File: src/rtl/tcce_pkg.sv
package tcce_pkg;

  // character codes with special handling
  localparam logic [7:0] CH_NEWLINE   = 8'h0A;
  localparam logic [7:0] CH_BACKSPACE = 8'h08;
  localparam logic [7:0] CH_BLANK     = 8'h20;

  // configuration register indexes
  localparam logic [2:0] REG_ENABLE   = 3'd0;
  localparam logic [2:0] REG_COLUMNS  = 3'd1;
  localparam logic [2:0] REG_ROWS     = 3'd2;
  localparam logic [2:0] REG_FG_INDEX = 3'd3;
  localparam logic [2:0] REG_BG_INDEX = 3'd4;

  localparam int unsigned CFG_IDX_W  = 3;
  localparam int unsigned CFG_DATA_W = 9;

  // reset values of the configuration registers
  localparam logic       RST_ENABLE   = 1'b0;
  localparam logic [8:0] RST_COLUMNS  = 9'd80;
  localparam logic [7:0] RST_ROWS     = 8'd25;
  localparam logic [3:0] RST_FG_INDEX = 4'hF;
  localparam logic [3:0] RST_BG_INDEX = 4'h0;

  // cursor field widths
  localparam int unsigned COL_W = 8;
  localparam int unsigned ROW_W = 7;
  localparam int unsigned RGB_W = 24;

  // padded output word: 86 field bits rounded up to whole bytes
  localparam int unsigned OUT_DATA_W = 88;

  typedef enum logic {
    ACT_DRAW   = 1'b0,
    ACT_SCROLL = 1'b1
  } action_e;

  typedef struct packed {
    logic       enable;
    logic [8:0] columns;
    logic [7:0] rows;
    logic [3:0] fg_index;
    logic [3:0] bg_index;
  } cfg_t;

  // decoded command handed from front to back
  typedef struct packed {
    logic             has_draw;
    logic             has_scroll;
    logic [COL_W-1:0] draw_col;
    logic [ROW_W-1:0] draw_row;
    logic [7:0]       glyph;
    logic [3:0]       fg_index;
    logic [3:0]       bg_index;
    logic [COL_W-1:0] col_after;
    logic [ROW_W-1:0] row_after;
  } cmd_t;

  // fixed 16-color text-mode palette
  function automatic logic [RGB_W-1:0] palette_rgb(input logic [3:0] idx);
    logic [RGB_W-1:0] rgb;
    case (idx)
      4'd0:    rgb = 24'h000000;
      4'd1:    rgb = 24'h0000AA;
      4'd2:    rgb = 24'h00AA00;
      4'd3:    rgb = 24'h00AAAA;
      4'd4:    rgb = 24'hAA0000;
      4'd5:    rgb = 24'hAA00AA;
      4'd6:    rgb = 24'hAA5500;
      4'd7:    rgb = 24'hAAAAAA;
      4'd8:    rgb = 24'h555555;
      4'd9:    rgb = 24'h5555FF;
      4'd10:   rgb = 24'h55FF55;
      4'd11:   rgb = 24'h55FFFF;
      4'd12:   rgb = 24'hFF5555;
      4'd13:   rgb = 24'hFF55FF;
      4'd14:   rgb = 24'hFFFF55;
      default: rgb = 24'hFFFFFF;
    endcase
    return rgb;
  endfunction

endpackage

File: src/rtl/tcce_front.sv
module tcce_front import tcce_pkg::*; #(
  parameter int unsigned MAX_COLS = 256,
  parameter int unsigned MAX_ROWS = 128
) (
  input  logic       clk_i,
  input  logic       rst_ni,
  input  cfg_t       cfg_i,
  input  logic       in_valid_i,
  output logic       in_ready_o,
  input  logic [7:0] char_i,
  output logic       push_valid_o,
  input  logic       push_ready_i,
  output cmd_t       push_cmd_o
);

  // grid limits: what the parameters allow, capped by the cursor widths
  localparam int unsigned ColCap = (MAX_COLS < 256) ? MAX_COLS : 256;
  localparam int unsigned RowCap = (MAX_ROWS < 128) ? MAX_ROWS : 128;
  localparam logic [8:0]  COL_LIM = 9'((ColCap < 1) ? 1 : ColCap);
  localparam logic [7:0]  ROW_LIM = 8'((RowCap < 1) ? 1 : RowCap);

  logic [COL_W-1:0] col_q, col_d;
  logic [ROW_W-1:0] row_q, row_d;

  logic [8:0]       ncols;
  logic [7:0]       nrows;
  logic [COL_W-1:0] last_col, col_c;
  logic [ROW_W-1:0] last_row, row_c;
  logic [8:0]       col_inc;
  logic [7:0]       row_inc;
  logic             wrap_scroll;
  logic             accept;
  cmd_t             cmd;

  assign in_ready_o = push_ready_i;
  assign accept     = in_valid_i && push_ready_i && cfg_i.enable;

  always_comb begin
    ncols = cfg_i.columns;
    if (ncols == 9'd0) ncols = 9'd1;
    if (ncols > COL_LIM) ncols = COL_LIM;
    nrows = cfg_i.rows;
    if (nrows == 8'd0) nrows = 8'd1;
    if (nrows > ROW_LIM) nrows = ROW_LIM;
  end

  assign last_col    = COL_W'(ncols - 9'd1);
  assign last_row    = ROW_W'(nrows - 8'd1);
  // a shrunken grid pulls the cursor back inside first
  assign col_c       = ({1'b0, col_q} >= ncols) ? last_col : col_q;
  assign row_c       = ({1'b0, row_q} >= nrows) ? last_row : row_q;
  assign col_inc     = {1'b0, col_c} + 9'd1;
  assign row_inc     = {1'b0, row_c} + 8'd1;
  assign wrap_scroll = (row_inc >= nrows);

  always_comb begin
    cmd          = '0;
    cmd.fg_index = cfg_i.fg_index;
    cmd.bg_index = cfg_i.bg_index;
    col_d        = col_c;
    row_d        = row_c;
    unique case (char_i)
      CH_NEWLINE: begin
        col_d          = '0;
        cmd.has_scroll = wrap_scroll;
        row_d          = wrap_scroll ? last_row : row_inc[ROW_W-1:0];
      end
      CH_BACKSPACE: begin
        if (col_c != '0) begin
          col_d = col_c - COL_W'(1);
        end else if (row_c != '0) begin
          row_d = row_c - ROW_W'(1);
          col_d = last_col;
        end
        cmd.has_draw = 1'b1;
        cmd.draw_col = col_d;
        cmd.draw_row = row_d;
        cmd.glyph    = CH_BLANK;
      end
      default: begin
        cmd.has_draw = 1'b1;
        cmd.draw_col = col_c;
        cmd.draw_row = row_c;
        cmd.glyph    = char_i;
        if (col_inc >= ncols) begin
          col_d          = '0;
          cmd.has_scroll = wrap_scroll;
          row_d          = wrap_scroll ? last_row : row_inc[ROW_W-1:0];
        end else begin
          col_d = col_inc[COL_W-1:0];
        end
      end
    endcase
    cmd.col_after = col_d;
    cmd.row_after = row_d;
  end

  // plain newline moves the cursor only; nothing goes to the back end
  assign push_valid_o = accept && (cmd.has_draw || cmd.has_scroll);
  assign push_cmd_o   = cmd;

  always_ff @(posedge clk_i or negedge rst_ni) begin
    if (!rst_ni) begin
      col_q <= '0;
      row_q <= '0;
    end else if (accept) begin
      col_q <= col_d;
      row_q <= row_d;
    end
  end

endmodule

File: src/rtl/tcce_queue.sv
module tcce_queue import tcce_pkg::*; #(
  parameter int unsigned DEPTH = 4
) (
  input  logic clk_i,
  input  logic rst_ni,
  input  logic push_valid_i,
  output logic push_ready_o,
  input  cmd_t push_cmd_i,
  output logic pop_valid_o,
  input  logic pop_ready_i,
  output cmd_t pop_cmd_o
);

  localparam int unsigned AW = (DEPTH > 1) ? $clog2(DEPTH) : 1;
  localparam int unsigned CW = $clog2(DEPTH + 1);

  cmd_t          mem_q [DEPTH];
  logic [AW-1:0] wr_ptr_q, wr_ptr_d;
  logic [AW-1:0] rd_ptr_q, rd_ptr_d;
  logic [CW-1:0] count_q, count_d;
  logic          push, pop;

  assign push_ready_o = (count_q != CW'(DEPTH));
  assign pop_valid_o  = (count_q != '0);
  assign pop_cmd_o    = mem_q[rd_ptr_q];
  assign push         = push_valid_i && push_ready_o;
  assign pop          = pop_valid_o && pop_ready_i;

  always_comb begin
    wr_ptr_d = wr_ptr_q;
    rd_ptr_d = rd_ptr_q;
    count_d  = count_q;
    if (push) begin
      wr_ptr_d = (wr_ptr_q == AW'(DEPTH - 1)) ? '0 : wr_ptr_q + AW'(1);
    end
    if (pop) begin
      rd_ptr_d = (rd_ptr_q == AW'(DEPTH - 1)) ? '0 : rd_ptr_q + AW'(1);
    end
    if (push && !pop) begin
      count_d = count_q + CW'(1);
    end else if (pop && !push) begin
      count_d = count_q - CW'(1);
    end
  end

  always_ff @(posedge clk_i or negedge rst_ni) begin
    if (!rst_ni) begin
      wr_ptr_q <= '0;
      rd_ptr_q <= '0;
      count_q  <= '0;
    end else begin
      wr_ptr_q <= wr_ptr_d;
      rd_ptr_q <= rd_ptr_d;
      count_q  <= count_d;
    end
  end

  always_ff @(posedge clk_i) begin
    if (push) begin
      mem_q[wr_ptr_q] <= push_cmd_i;
    end
  end

endmodule

File: src/rtl/tcce_back.sv
module tcce_back import tcce_pkg::*; (
  input  logic                  clk_i,
  input  logic                  rst_ni,
  input  logic                  pop_valid_i,
  output logic                  pop_ready_o,
  input  cmd_t                  pop_cmd_i,
  output logic                  out_valid_o,
  input  logic                  out_ready_i,
  output logic [OUT_DATA_W-1:0] out_data_o,
  output logic                  out_user_o,
  output logic                  out_last_o
);

  logic                  out_valid_q, out_valid_d;
  logic [OUT_DATA_W-1:0] out_data_q, out_data_d;
  logic                  out_user_q, out_user_d;
  logic                  out_last_q, out_last_d;
  logic                  phase_q, phase_d;   // draw word of a two-word command sent
  logic                  load, emit;

  logic             act;
  logic [COL_W-1:0] cell_col;
  logic [ROW_W-1:0] cell_row;
  logic [7:0]       glyph;
  logic [RGB_W-1:0] fg_rgb, bg_rgb;

  assign load   = !out_valid_q || out_ready_i;
  assign bg_rgb = palette_rgb(pop_cmd_i.bg_index);

  always_comb begin
    pop_ready_o = 1'b0;
    emit        = 1'b0;
    phase_d     = phase_q;
    act         = ACT_DRAW;
    cell_col    = '0;
    cell_row    = '0;
    glyph       = '0;
    fg_rgb      = '0;
    out_last_d  = 1'b1;
    if (load && pop_valid_i) begin
      emit = 1'b1;
      if (pop_cmd_i.has_draw && !phase_q) begin
        cell_col   = pop_cmd_i.draw_col;
        cell_row   = pop_cmd_i.draw_row;
        glyph      = pop_cmd_i.glyph;
        fg_rgb     = palette_rgb(pop_cmd_i.fg_index);
        out_last_d = !pop_cmd_i.has_scroll;
        if (pop_cmd_i.has_scroll) begin
          phase_d = 1'b1;
        end else begin
          pop_ready_o = 1'b1;
        end
      end else begin
        act         = ACT_SCROLL;
        pop_ready_o = 1'b1;
        phase_d     = 1'b0;
      end
    end
    out_valid_d = load ? emit : out_valid_q;
    out_user_d  = act;
    out_data_d  = {2'b00, pop_cmd_i.row_after, pop_cmd_i.col_after,
                   bg_rgb, fg_rgb, glyph, cell_row, cell_col};
  end

  always_ff @(posedge clk_i or negedge rst_ni) begin
    if (!rst_ni) begin
      out_valid_q <= 1'b0;
      phase_q     <= 1'b0;
    end else begin
      out_valid_q <= out_valid_d;
      phase_q     <= phase_d;
    end
  end

  always_ff @(posedge clk_i) begin
    if (emit) begin
      out_data_q <= out_data_d;
      out_user_q <= out_user_d;
      out_last_q <= out_last_d;
    end
  end

  assign out_valid_o = out_valid_q;
  assign out_data_o  = out_data_q;
  assign out_user_o  = out_user_q;
  assign out_last_o  = out_last_q;

endmodule

File: src/rtl/text_console_cursor_engine.sv
// A character's command is registered in the queue, then in the output register.
// Throughput: one character per cycle unless the queue is full; one that draws and
//   scrolls emits a draw, then a scroll word, through the single output register.
// A 4-entry command queue lets the input side run ahead of a stalled output.
// Reset: cursor at (0,0), registers at defaults (disabled, 80x25, white on black),
//   queue and output register empty.
module text_console_cursor_engine import tcce_pkg::*; #(
  parameter int unsigned MAX_COLS = 256,
  parameter int unsigned MAX_ROWS = 128
) (
  input  logic                  clk_i,
  input  logic                  rst_ni,
  // configuration write channel
  input  logic                  cfg_valid_i,
  output logic                  cfg_ready_o,
  input  logic [CFG_IDX_W-1:0]  cfg_index_i,
  input  logic [CFG_DATA_W-1:0] cfg_data_i,
  // character stream in
  input  logic                  s_axis_tvalid,
  output logic                  s_axis_tready,
  input  logic [7:0]            s_axis_tdata,   // [7:0] char_code
  // result stream out
  output logic                  m_axis_tvalid,
  input  logic                  m_axis_tready,
  // [7:0] cell_col, [14:8] cell_row, [22:15] glyph_code, [46:23] fg_rgb,
  // [70:47] bg_rgb, [78:71] cursor_col_after, [85:79] cursor_row_after, [87:86] zero
  output logic [OUT_DATA_W-1:0] m_axis_tdata,
  output logic [0:0]            m_axis_tuser,   // [0] action (0 draw, 1 scroll)
  output logic                  m_axis_tlast    // last word of this character
);

  localparam int unsigned QueueDepth = 4;

  cfg_t cfg_q, cfg_d;
  logic push_valid, push_ready, pop_valid, pop_ready;
  cmd_t push_cmd, pop_cmd;
  logic out_user;

  // register file; the user makes writes only while the engine is idle; the block does not enforce it
  assign cfg_ready_o = 1'b1;

  always_comb begin
    cfg_d = cfg_q;
    if (cfg_valid_i) begin
      unique case (cfg_index_i)
        REG_ENABLE:   cfg_d.enable   = cfg_data_i[0];
        REG_COLUMNS:  cfg_d.columns  = cfg_data_i[8:0];
        REG_ROWS:     cfg_d.rows     = cfg_data_i[7:0];
        REG_FG_INDEX: cfg_d.fg_index = cfg_data_i[3:0];
        REG_BG_INDEX: cfg_d.bg_index = cfg_data_i[3:0];
        default:      cfg_d          = cfg_q;   // unmapped index, dropped
      endcase
    end
  end

  always_ff @(posedge clk_i or negedge rst_ni) begin
    if (!rst_ni) begin
      cfg_q.enable   <= RST_ENABLE;
      cfg_q.columns  <= RST_COLUMNS;
      cfg_q.rows     <= RST_ROWS;
      cfg_q.fg_index <= RST_FG_INDEX;
      cfg_q.bg_index <= RST_BG_INDEX;
    end else begin
      cfg_q <= cfg_d;
    end
  end

  // front: cursor tracking and command decode, one character per cycle while the queue has room
  tcce_front #(
    .MAX_COLS (MAX_COLS),
    .MAX_ROWS (MAX_ROWS)
  ) u_front (
    .clk_i        (clk_i),
    .rst_ni       (rst_ni),
    .cfg_i        (cfg_q),
    .in_valid_i   (s_axis_tvalid),
    .in_ready_o   (s_axis_tready),
    .char_i       (s_axis_tdata),
    .push_valid_o (push_valid),
    .push_ready_i (push_ready),
    .push_cmd_o   (push_cmd)
  );

  tcce_queue #(
    .DEPTH (QueueDepth)
  ) u_queue (
    .clk_i        (clk_i),
    .rst_ni       (rst_ni),
    .push_valid_i (push_valid),
    .push_ready_o (push_ready),
    .push_cmd_i   (push_cmd),
    .pop_valid_o  (pop_valid),
    .pop_ready_i  (pop_ready),
    .pop_cmd_o    (pop_cmd)
  );

  // back: expands each command into draw and scroll words, palette lookup
  tcce_back u_back (
    .clk_i       (clk_i),
    .rst_ni      (rst_ni),
    .pop_valid_i (pop_valid),
    .pop_ready_o (pop_ready),
    .pop_cmd_i   (pop_cmd),
    .out_valid_o (m_axis_tvalid),
    .out_ready_i (m_axis_tready),
    .out_data_o  (m_axis_tdata),
    .out_user_o  (out_user),
    .out_last_o  (m_axis_tlast)
  );

  assign m_axis_tuser[0] = out_user;

endmodule

File: config.mk
export PLATFORM = sky130hd
export DESIGN_NAME = text_console_cursor_engine
export DESIGN_NICKNAME = d
export VERILOG_FILES = /design/src/rtl/tcce_pkg.sv /design/src/rtl/tcce_front.sv /design/src/rtl/tcce_queue.sv /design/src/rtl/tcce_back.sv /design/src/rtl/text_console_cursor_engine.sv
export SDC_FILE = /design/constraint.sdc
export NUM_CORES = 1
export LEC_CHECK = 0
export ABC_AREA = 0
export BUFFER_PORTS_ARGS = -buffer_cell sky130_fd_sc_hd__clkbuf_2
export CELL_PAD_IN_SITES_DETAIL_PLACEMENT = 1
export CELL_PAD_IN_SITES_GLOBAL_PLACEMENT = 1
export CORE_AREA = 2 2 168 252
export DETAILED_ROUTE_END_ITERATION = 16
export DIE_AREA = 0 0 170 254
export GPL_TIMING_DRIVEN = 1
export PLACE_DENSITY = 0.59
export SLEW_MARGIN = 20
export SYNTH_ARGS = -nofsm -noshare
export SYNTH_HDL_FRONTEND = slang
export SYNTH_SLANG_ARGS = --single-unit
export TNS_END_PERCENT = 100
File: constraint.sdc
create_clock -name clk_i -period 13.2 [get_ports clk_i]
set_clock_uncertainty 0.2 [all_clocks]
set_input_delay 0.66 -clock clk_i [delete_from_list [all_inputs] [get_ports clk_i]]
set_output_delay 0.66 -clock clk_i [all_outputs]
set_load 0.02 [all_outputs]
==> impl_metrics.json, run 1 <==
{
  "clockRootBuffer": "clkbuf_16",
  "detail-route-antenna-nets": 0,
  "final_cell_mix": "edfxtp_1 (242), clkbuf_2 (114), nand2_1 (68), mux4_2 (48), ha_1 (44)",
  "switching_share": 0.396,
  "synth_ff_type": "edfxtp_1",
  "design.core.area_sq_um": 41000,
  "antenna_found_initial": 0,
  "setup_violations": 0,
  "tightest_slew_ns": 1.01,
  "p_comb_frac": 0.436,
  "finalSetupTns_ns": 0,
  "synth_top_area_frac": 0.511,
  "slew_viol_final": 0,
  "yosys.area.top_type": "edfxtp_1",
  "cp-startpoint": "cfg_q[19]",
  "syn_to_final_growth_pct": 12.5,
  "end_kind": "flop",
  "fin_crit_ns": 7.34,
  "wl_um": 36000,
  "yosysWarnings": 0,
  "p_clk_frac": 0.197,
  "yosys-top-cells-area": "edfxtp_1 (51%), mux4_2 (7.6%), dfrtp_1 (7.2%), ha_1 (3.9%), mux2_2 (2.9%)",
  "first_pass_iters": 4,
  "initial_core_util": 0.347,
  "syn_area_sq_um": 14200,
  "die_y_um": 254,
  "synth_cells": 1013,
  "hold_path_class": "input pin to async pin",
  "slowest_delay_ns": 0.86,
  "fin_cells": 1612,
  "crit_fanout": 15,
  "numCtsBuffers": 28,
  "clock_latency_ns": 0.55,
  "r2r_start": "cfg_q[19]",
  "cts_hold_buf": 0,
  "h-tree-depth": 1,
  "cts_resized": 0,
  "finalCritPeriodShare": 0.556,
  "hold_ws_ns": 0.0474,
  "track_usage": 0.170,
  "outcome": "completed",
  "dp.cells": 1560,
  "yosysUniqueCellTypes": 90,
  "async_flop_share": 0.171,
  "layout-drive-gt1-share": 0.272,
  "die_w_um": 170,
  "grt_setup_unrepaired": "false",
  "vias": 8694,
  "critPathSlowestCell": "a31oi_2",
  "insertedDiodeCount": 0,
  "crit_arrival_ns": 7.57,
  "p_leak_nw": 5.89,
  "switchingPower_mw": 1.69,
  "portBuffers": 114,
  "crit_type": "flop to flop",
  "syn_avg_cell_area_sq_um": 14.0,
  "seqPwrFrac": 0.367,
  "io_pins": 118,
  "routedWlPerCell_um": 22.3,
  "grt_overflow": 0,
  "gp_congestion": 0.834,
  "synth_seq_area_share": 0.600,
  "worst-path-stages": 26,
  "maxSlewHeadroom": 0.321,
  "route.detailed.drc": 0,
  "dpl.hpwl_um": 25700,
  "irDropWorstVdd_mv": 0.123,
  "critPathTopFamily": "compound AO/OA/AOI/OAI gates",
  "initialDrtViolationCount": 413,
  "die_area_sq_um": 43200,
  "cp.required_ns": 13.43,
  "nets": 1149,
  "max_cap_viol_count": 0,
  "synth_edf_count": 242,
  "path_buf_inv": 4,
  "grt_pass1_wl_um": 55800,
  "worstSetupStartpointType": "flop",
  "cts_tree": "yes",
  "ys_ff_latch": 292,
  "internal_power_mw": 2.57,
  "grt_max_degree": 71,
  "max_freq_mhz": 136,
  "post-cts-setup-buffer-count": 0,
  "clock_path_buffers": 3,
  "clk_pin_slew_ns": 0.06,
  "rows": 91,
  "final-hold-violation-count": 0,
  "reg2regPathDepth": 26,
  "final_common_cell": "edfxtp_1",
  "cellPowerDensity_nw_per_um2": 266,
  "grt_pass1_vias": 9269,
  "cts.sinks": 292,
  "routed_via_density": 5.39
}
==> cell usage after synthesis (all sizes together) (13+ instances only) <==
cell / n
edfxtp: 242
nand2: 68
buf: 61
mux4: 48
ha: 44
nor2: 42
dfrtp: 41
and3: 37
mux2: 37
o21ai: 36
clkbuf: 31
a21oi: 29
nand3: 26
inv: 19
nor3: 19
mux2i: 17
a31oi: 15
xnor2: 13
==> state kept, by name, summed over array words and instances (netlist names) <==
signal              flops
cfg_q                  26
u_back.out_data_o      48
u_back.out_last_o       1
u_back.out_user_o       1
u_back.out_valid_o      1
u_back.phase_q          1
u_front.col_q           8
u_front.row_q           7
u_queue.count_q         3
u_queue.mem_q         192
u_queue.rd_ptr_q        2
u_queue.wr_ptr_q        2
==> layout make-up <==
type	instances	area, sq um
clock inverter	11	118
clock buffer	41	863
fill	4258	25000
timing repair buffer	127	668
multi-input combinational	610	5090
inverter	20	75.1
sequential	292	8530
tap	511	639
==> power groups by stage <==
stage | Clock, mW | Combinational, mW | Sequential [mW]
final | 0.837 | 1.86 | 1.57
after global routing | 0.895 | 2.05 | 1.60
after CTS | 0.862 | 1.88 | 1.57
after detailed placement | 0 | 1.88 | 1.59
after global placement | 0 | 1.84 | 1.58
after floorplan | 0 | 1.33 | 1.58
==> layer usage <==
layer	share of wire	GRT usage	up-vias	wire length, um
met4	0.033	0.0632	0	1190
met1	0.41	0.204	4419	14600
li1	-	-	4038	-
met3	0.034	0.0220	57	1230
met5	0	0	-	0
met2	0.53	0.310	180	19000
==> final timing paths <==
path,endpoint,slack [ns]
worst max register to register,u_front.row_q[0],5.86
min in group clk_i,cfg_q[15],0.15
worst min register to register,u_back.phase_q,0.30
worst min-delay path,u_front.col_q[4],0.05
worst max-delay path,u_front.row_q[0],5.86
max in group asynchronous,u_queue.rd_ptr_q[0],12.17
==> per-stage QoR <==
stage / area [sq um] / total power [mW] / setup WS [ns] / util
5_1_grt: 16000 / 4.54 / 5.32 / 0.390
6_report: 16000 / 4.26 / 5.86 / 0.390
3_3_place_gp: 15000 / 3.42 / 5.92 / 0.366
3_5_place_dp: 15000 / 3.47 / 5.82 / 0.366
2_1_floorplan: 14200 / 2.91 / 7.16 / -
4_1_cts: 16000 / 4.32 / 5.82 / 0.390
==> logic make-up after synthesis <==
group                      synth area share
AOI/OAI and AO/OA                    0.0868
xor gates and xnor gates             0.0111
adders and majority gates            0.0401
buffers and inverters                0.0429
DFF                                   0.600
muxes                                 0.117
other                              0.000528
and+or+nand+nor                       0.101
No activity file was read; power rests on OpenSTA's default activity.
==> run 2, diff against run 1 <==
--- a/config.mk
+++ b/config.mk
@@ -13,7 +13,7 @@
 export DETAILED_ROUTE_END_ITERATION = 16
 export DIE_AREA = 0 0 170 254
 export GPL_TIMING_DRIVEN = 1
-export PLACE_DENSITY = 0.59
+export PLACE_DENSITY = 0.61
 export SLEW_MARGIN = 20
 export SYNTH_ARGS = -nofsm -noshare
 export SYNTH_HDL_FRONTEND = slang
==> constraint.sdc (replaced) <==
create_clock -name clk_i -period 6.65 [get_ports clk_i]
set_clock_uncertainty 0.2 [all_clocks]
set_input_delay 0.3325 -clock clk_i [delete_from_list [all_inputs] [get_ports clk_i]]
set_output_delay 0.3325 -clock clk_i [all_outputs]
set_load 0.02 [all_outputs]
==> impl_metrics.json, run 2 (synthesis results as in run 1) <==
{
  "outcome": "completed",
  "critPathSlowestCell": "dfrtp_1",
  "final_common_cell": "edfxtp_1",
  "fill_cells": 4231,
  "max_cap_viol_count": 0,
  "track_usage": 0.170,
  "vias": 8947,
  "tightest_slew_ns": 0.954,
  "clockRootBuffer": "clkbuf_16",
  "initialDrtViolationCount": 426,
  "final_util": 0.400,
  "final_cell_mix": "edfxtp_1 (242), clkbuf_2 (114), nand2_1 (68), mux4_2 (48), ha_1 (44)",
  "insertedDiodeCount": 0,
  "dp.cells": 1585,
  "holdPathStages": 4,
  "largest_reg_flops": 192,
  "crit_arrival_ns": 6.20,
  "io_pins": 118,
  "path_cells": "nor4_1 -> buf_4 -> nand2_1 -> a21o_1 -> inv_1 -> ha_1 -> nand2b_1 -> a31oi_1 -> o21a_2 -> o21ai_0 -> and2_1 -> inv_1 -> ha_1 -> inv_1 -> nor3_1 -> xnor2_1 -> mux2i_1 -> ha_1 -> nand4_1 -> o21ai_0 -> a31o_2 -> nand2_1 -> or3_1 -> nand3_1",
  "power.total_mw": 8.55,
  "max_freq_mhz": 166,
  "critPathTopFamily": "simple AND/OR/NAND/NOR gates",
  "design.core.area_sq_um": 41000,
  "antenna_found_initial": 1,
  "cts_tree": "yes",
  "worst-path-stages": 24,
  "crit_type": "flop to flop",
  "path_buf_inv": 4,
  "gp_congestion": 0.880,
  "p_leak_nw": 6.08,
  "grt_pass1_wl_um": 56000,
  "clk_pin_slew_ns": 0.06,
  "cp.required_ns": 6.82,
  "die_w_um": 170,
  "slowest_delay_ns": 0.49,
  "grt_max_degree": 61,
  "rrSetupSlack_ns": 0.62,
  "crit_fanout": 12,
  "fin_crit_ns": 6.03,
  "finalCritPeriodShare": 0.907,
  "layout-drive-gt1-share": 0.283,
  "setup_violations": 0,
  "dpl.hpwl_um": 25700,
  "cts.sinks": 292,
  "portBuffers": 114,
  "routed_via_density": 5.41,
  "reg2regPathDepth": 24,
  "die_area_sq_um": 43200,
  "final-hold-violation-count": 0,
  "numCtsBuffers": 28,
  "end_kind": "flop",
  "first_pass_iters": 4,
  "die_y_um": 254,
  "detail-route-antenna-nets": 0,
  "nets": 1192,
  "design_area_sq_um": 16400,
  "routedWlPerCell_um": 21.9,
  "hold_ws_ns": 0.0173,
  "cellPowerDensity_nw_per_um2": 522,
  "clock_latency_ns": 0.55,
  "regMostFlops": "u_queue.mem_q",
  "finalSetupTns_ns": 0,
  "fin_cells": 1655,
  "slew_viol_final": 0,
  "worstSetupStartpointType": "flop",
  "initial_core_util": 0.347,
  "irDropWorstVdd_mv": 0.232,
  "dpl_cell_area_sq_um": 15200,
  "syn_to_final_growth_pct": 15.3,
  "h-tree-depth": 1,
  "rows": 91,
  "grt_setup_unrepaired": "false",
  "grt_pass1_vias": 9394,
  "route.detailed.drc": 0,
  "wl_um": 36200,
  "clock_path_buffers": 3,
  "fin_ws_ns": 0.618,
  "hold_path_class": "input pin to flop",
  "maxSlewHeadroom": 0.364,
  "post-place-ws_ns": 0.334,
  "grt_overflow": 0
}
## run 2: cell count changes in the layout (fill, tap and decap cells not counted), moves of 2 or more
cell	change
and2_4	-2
and2_2	+2
buf_4	+21
buf_12	+4
dlygate4sd3_1	+18
clkbuf_8	-2
clkinv_4	-2
clkinvlp_4	+2
clkbuf_16	-2
## run 2: power by group
| part | total (mW) | internal (mW) | switching (mW) |
|---|---|---|---|
| Combinational | 3.87 | 1.48 | 2.39 |
| Sequential | 3.05 | 2.75 | 0.297 |
| Clock | 1.64 | 0.952 | 0.684 |
## run 2: final cells by class
cell class                 count  area, sq um  area share
inverter                      20         75.1     0.00458
clock inverter                14          159     0.00970
clock buffer                  38          790      0.0482
multi-input combinational    610         5100       0.311
sequential                   292         8530       0.521
tap                          511          639      0.0390
timing repair buffer         170         1090      0.0663
## run 2: repair_timing
action	4_1_cts	5_1_grt
buffers inserted	0	0
gates resized for setup	0	3
setup endpoints to repair	0	34
hold endpoints to repair	93	0
hold buffers	18	0
## run 2: layer usage
metal,global-route usage,share of wire
met3,0.0174,0.032
met2,0.315,0.53
met5,0,0.00030
met4,0.0625,0.036
met1,0.202,0.41
## run 2: worst min-delay path: stages
cell and delay, ns:
clkbuf_2 0.09, nor2b_1 0.07, nand2_1 0.09, mux2_2 0.15
## run 2: worst paths after layout
kind / from / endpoint
max: cfg_q[19] / u_queue.mem_q[2][2]
min: cfg_index_i[2] / cfg_q[25]
max reg2reg: cfg_q[19] / u_queue.mem_q[2][2]
min reg2reg: cfg_q[1] / u_queue.mem_q[0][16]
max in group asynchronous: rst_ni / u_queue.rd_ptr_q[0]
min in group asynchronous: rst_ni / u_front.col_q[4]
==> run 3, diff against run 2 <==
--- a/config.mk
+++ b/config.mk
@@ -9,9 +9,9 @@
 export BUFFER_PORTS_ARGS = -buffer_cell sky130_fd_sc_hd__clkbuf_2
 export CELL_PAD_IN_SITES_DETAIL_PLACEMENT = 1
 export CELL_PAD_IN_SITES_GLOBAL_PLACEMENT = 1
-export CORE_AREA = 2 2 168 252
+export CORE_AREA = 2 2 205 207
 export DETAILED_ROUTE_END_ITERATION = 16
-export DIE_AREA = 0 0 170 254
+export DIE_AREA = 0 0 207 209
 export GPL_TIMING_DRIVEN = 1
 export PLACE_DENSITY = 0.61
 export SLEW_MARGIN = 20
==> impl_metrics.json, run 3 (synthesis results as in run 1) <==
{
  "rows": 75,
  "grt_setup_unrepaired": "false",
  "largest_reg_flops": 192,
  "cellPowerDensity_nw_per_um2": 527,
  "slew_viol_final": 0,
  "regMostFlops": "u_queue.mem_q",
  "wl_um": 36100,
  "grt_pass1_vias": 9288,
  "cp.required_ns": 6.91,
  "routed_via_density": 5.28,
  "cts_tree": "yes",
  "grt_pass1_wl_um": 56600,
  "top_layer": "met4",
  "max_freq_mhz": 168,
  "initialDrtViolationCount": 675,
  "fin_crit_ns": 5.97,
  "fill_cells": 4271,
  "clock_path_buffers": 3,
  "maxSlewHeadroom": 0.346,
  "worstSetupStartpointType": "flop",
  "final_util": 0.400,
  "crit_type": "flop to flop",
  "io_pins": 118,
  "cts.sinks": 292,
  "route.detailed.drc": 0,
  "tightest_slew_ns": 0.977,
  "slowest_delay_ns": 0.56,
  "design.core.area_sq_um": 41300,
  "clock_latency_ns": 0.53,
  "track_usage": 0.168,
  "power.total_mw": 8.70,
  "fin_ws_ns": 0.681,
  "routedWlPerCell_um": 21.3,
  "clockRootBuffer": "clkbuf_16",
  "vias": 8936,
  "crit_fanout": 9,
  "die_area_sq_um": 43300,
  "detail-route-antenna-nets": 0,
  "p_leak_nw": 6.12,
  "grt_overflow": 0,
  "finalCritPeriodShare": 0.898,
  "h-tree-depth": 2,
  "final_cell_mix": "edfxtp_1 (242), clkbuf_2 (114), nand2_1 (68), mux4_2 (48), ha_1 (44)",
  "post-cts-setup-buffer-count": 0,
  "outcome": "completed",
  "insertedDiodeCount": 0,
  "post-place-ws_ns": 0.579,
  "gp_congestion": 0.875,
  "hold_ws_ns": 0.0211,
  "crit_arrival_ns": 6.23,
  "portBuffers": 114,
  "die_w_um": 207,
  "clk_pin_slew_ns": 0.06,
  "irDropWorstVdd_mv": 0.193,
  "syn_to_final_growth_pct": 16.2,
  "dpl.hpwl_um": 25000,
  "first_pass_iters": 5,
  "final-hold-violation-count": 0,
  "nets": 1198,
  "max_cap_viol_count": 0,
  "hold_path_class": "input pin to flop",
  "finalSetupTns_ns": 0,
  "critPathSlowestCell": "nor4_1",
  "layout-drive-gt1-share": 0.280,
  "grt_max_degree": 79,
  "final_common_cell": "edfxtp_1",
  "dr_wl_met2_um": 17000,
  "initial_core_util": 0.344,
  "die_y_um": 209,
  "numCtsBuffers": 34,
  "wl_met3_um": 1390,
  "setup_violations": 0,
  "antenna_found_initial": 1,
  "end_kind": "flop",
  "wl_met1_um": 17200
}
[run 3: worst paths after layout]
check | from | end | slack (ns) | cells past startpoint
setup / recovery | cfg_q[17] | u_front.row_q[0] | 0.68 | 25
hold / removal | s_axis_tdata[5] | u_queue.mem_q[2][28] | 0.02 | 2
setup reg to reg | cfg_q[17] | u_front.row_q[0] | 0.68 | 25
hold reg to reg | u_back.phase_q | u_back.phase_q | 0.32 | 2
max in group asynchronous | rst_ni | u_queue.rd_ptr_q[0] | 5.34 | 3
min in group asynchronous | rst_ni | u_front.row_q[6] | 0.30 | 3
[run 3: final cells by class]
| class | count | area (sq um) | share of cell area |
|---|---|---|---|
| clock buffer | 40 | 895 | 0.0542 |
| timing repair buffer | 170 | 1090 | 0.0661 |
| clock inverter | 20 | 156 | 0.00947 |
| tap | 539 | 674 | 0.0408 |
| inverter | 20 | 75.1 | 0.00455 |
| multi-input combinational | 610 | 5090 | 0.308 |
| sequential | 292 | 8530 | 0.517 |
[run 3: routing by layer]
metal	vias up	track usage
met5	-	0
met4	0	0.0419
met3	36	0.0269
met2	161	0.269
met1	4604	0.239
li1	4135	-
[run 3: per-stage QoR]
| stage | cells | cell area [sq um] |
|---|---|---|
| after floorplan | 1014 | 14200 |
| after global placement | 1611 | 15300 |
| after detailed placement | 1611 | 15300 |
| after CTS | 1691 | 16500 |
| after global routing | 1691 | 16500 |
| final | 1691 | 16500 |
[run 3: repair_timing]
item,CTS,global route
hold endpoints to repair,88,0
hold buffers,20,0
setup endpoints to repair,0,1
resized for setup,0,1
[run 3: power by group]
part | internal (mW) | switching [mW]
Combinational | 1.49 | 2.34
Clock | 1.04 | 0.719
Sequential | 2.75 | 0.362
Total | 5.28 | 3.42
[run 3: critical path, delay by kind of cell (launching register included)]
kind,cells,cell delay (ns)
AO/OA/AOI/OAI,8,1.82
buffers and inverters,4,0.57
flip-flops,1,0.45
multiplexers,2,0.35
adder cells (fa/ha/maj),3,0.77
AND/OR/NAND/NOR,7,1.59
XOR/XNOR,1,0.16
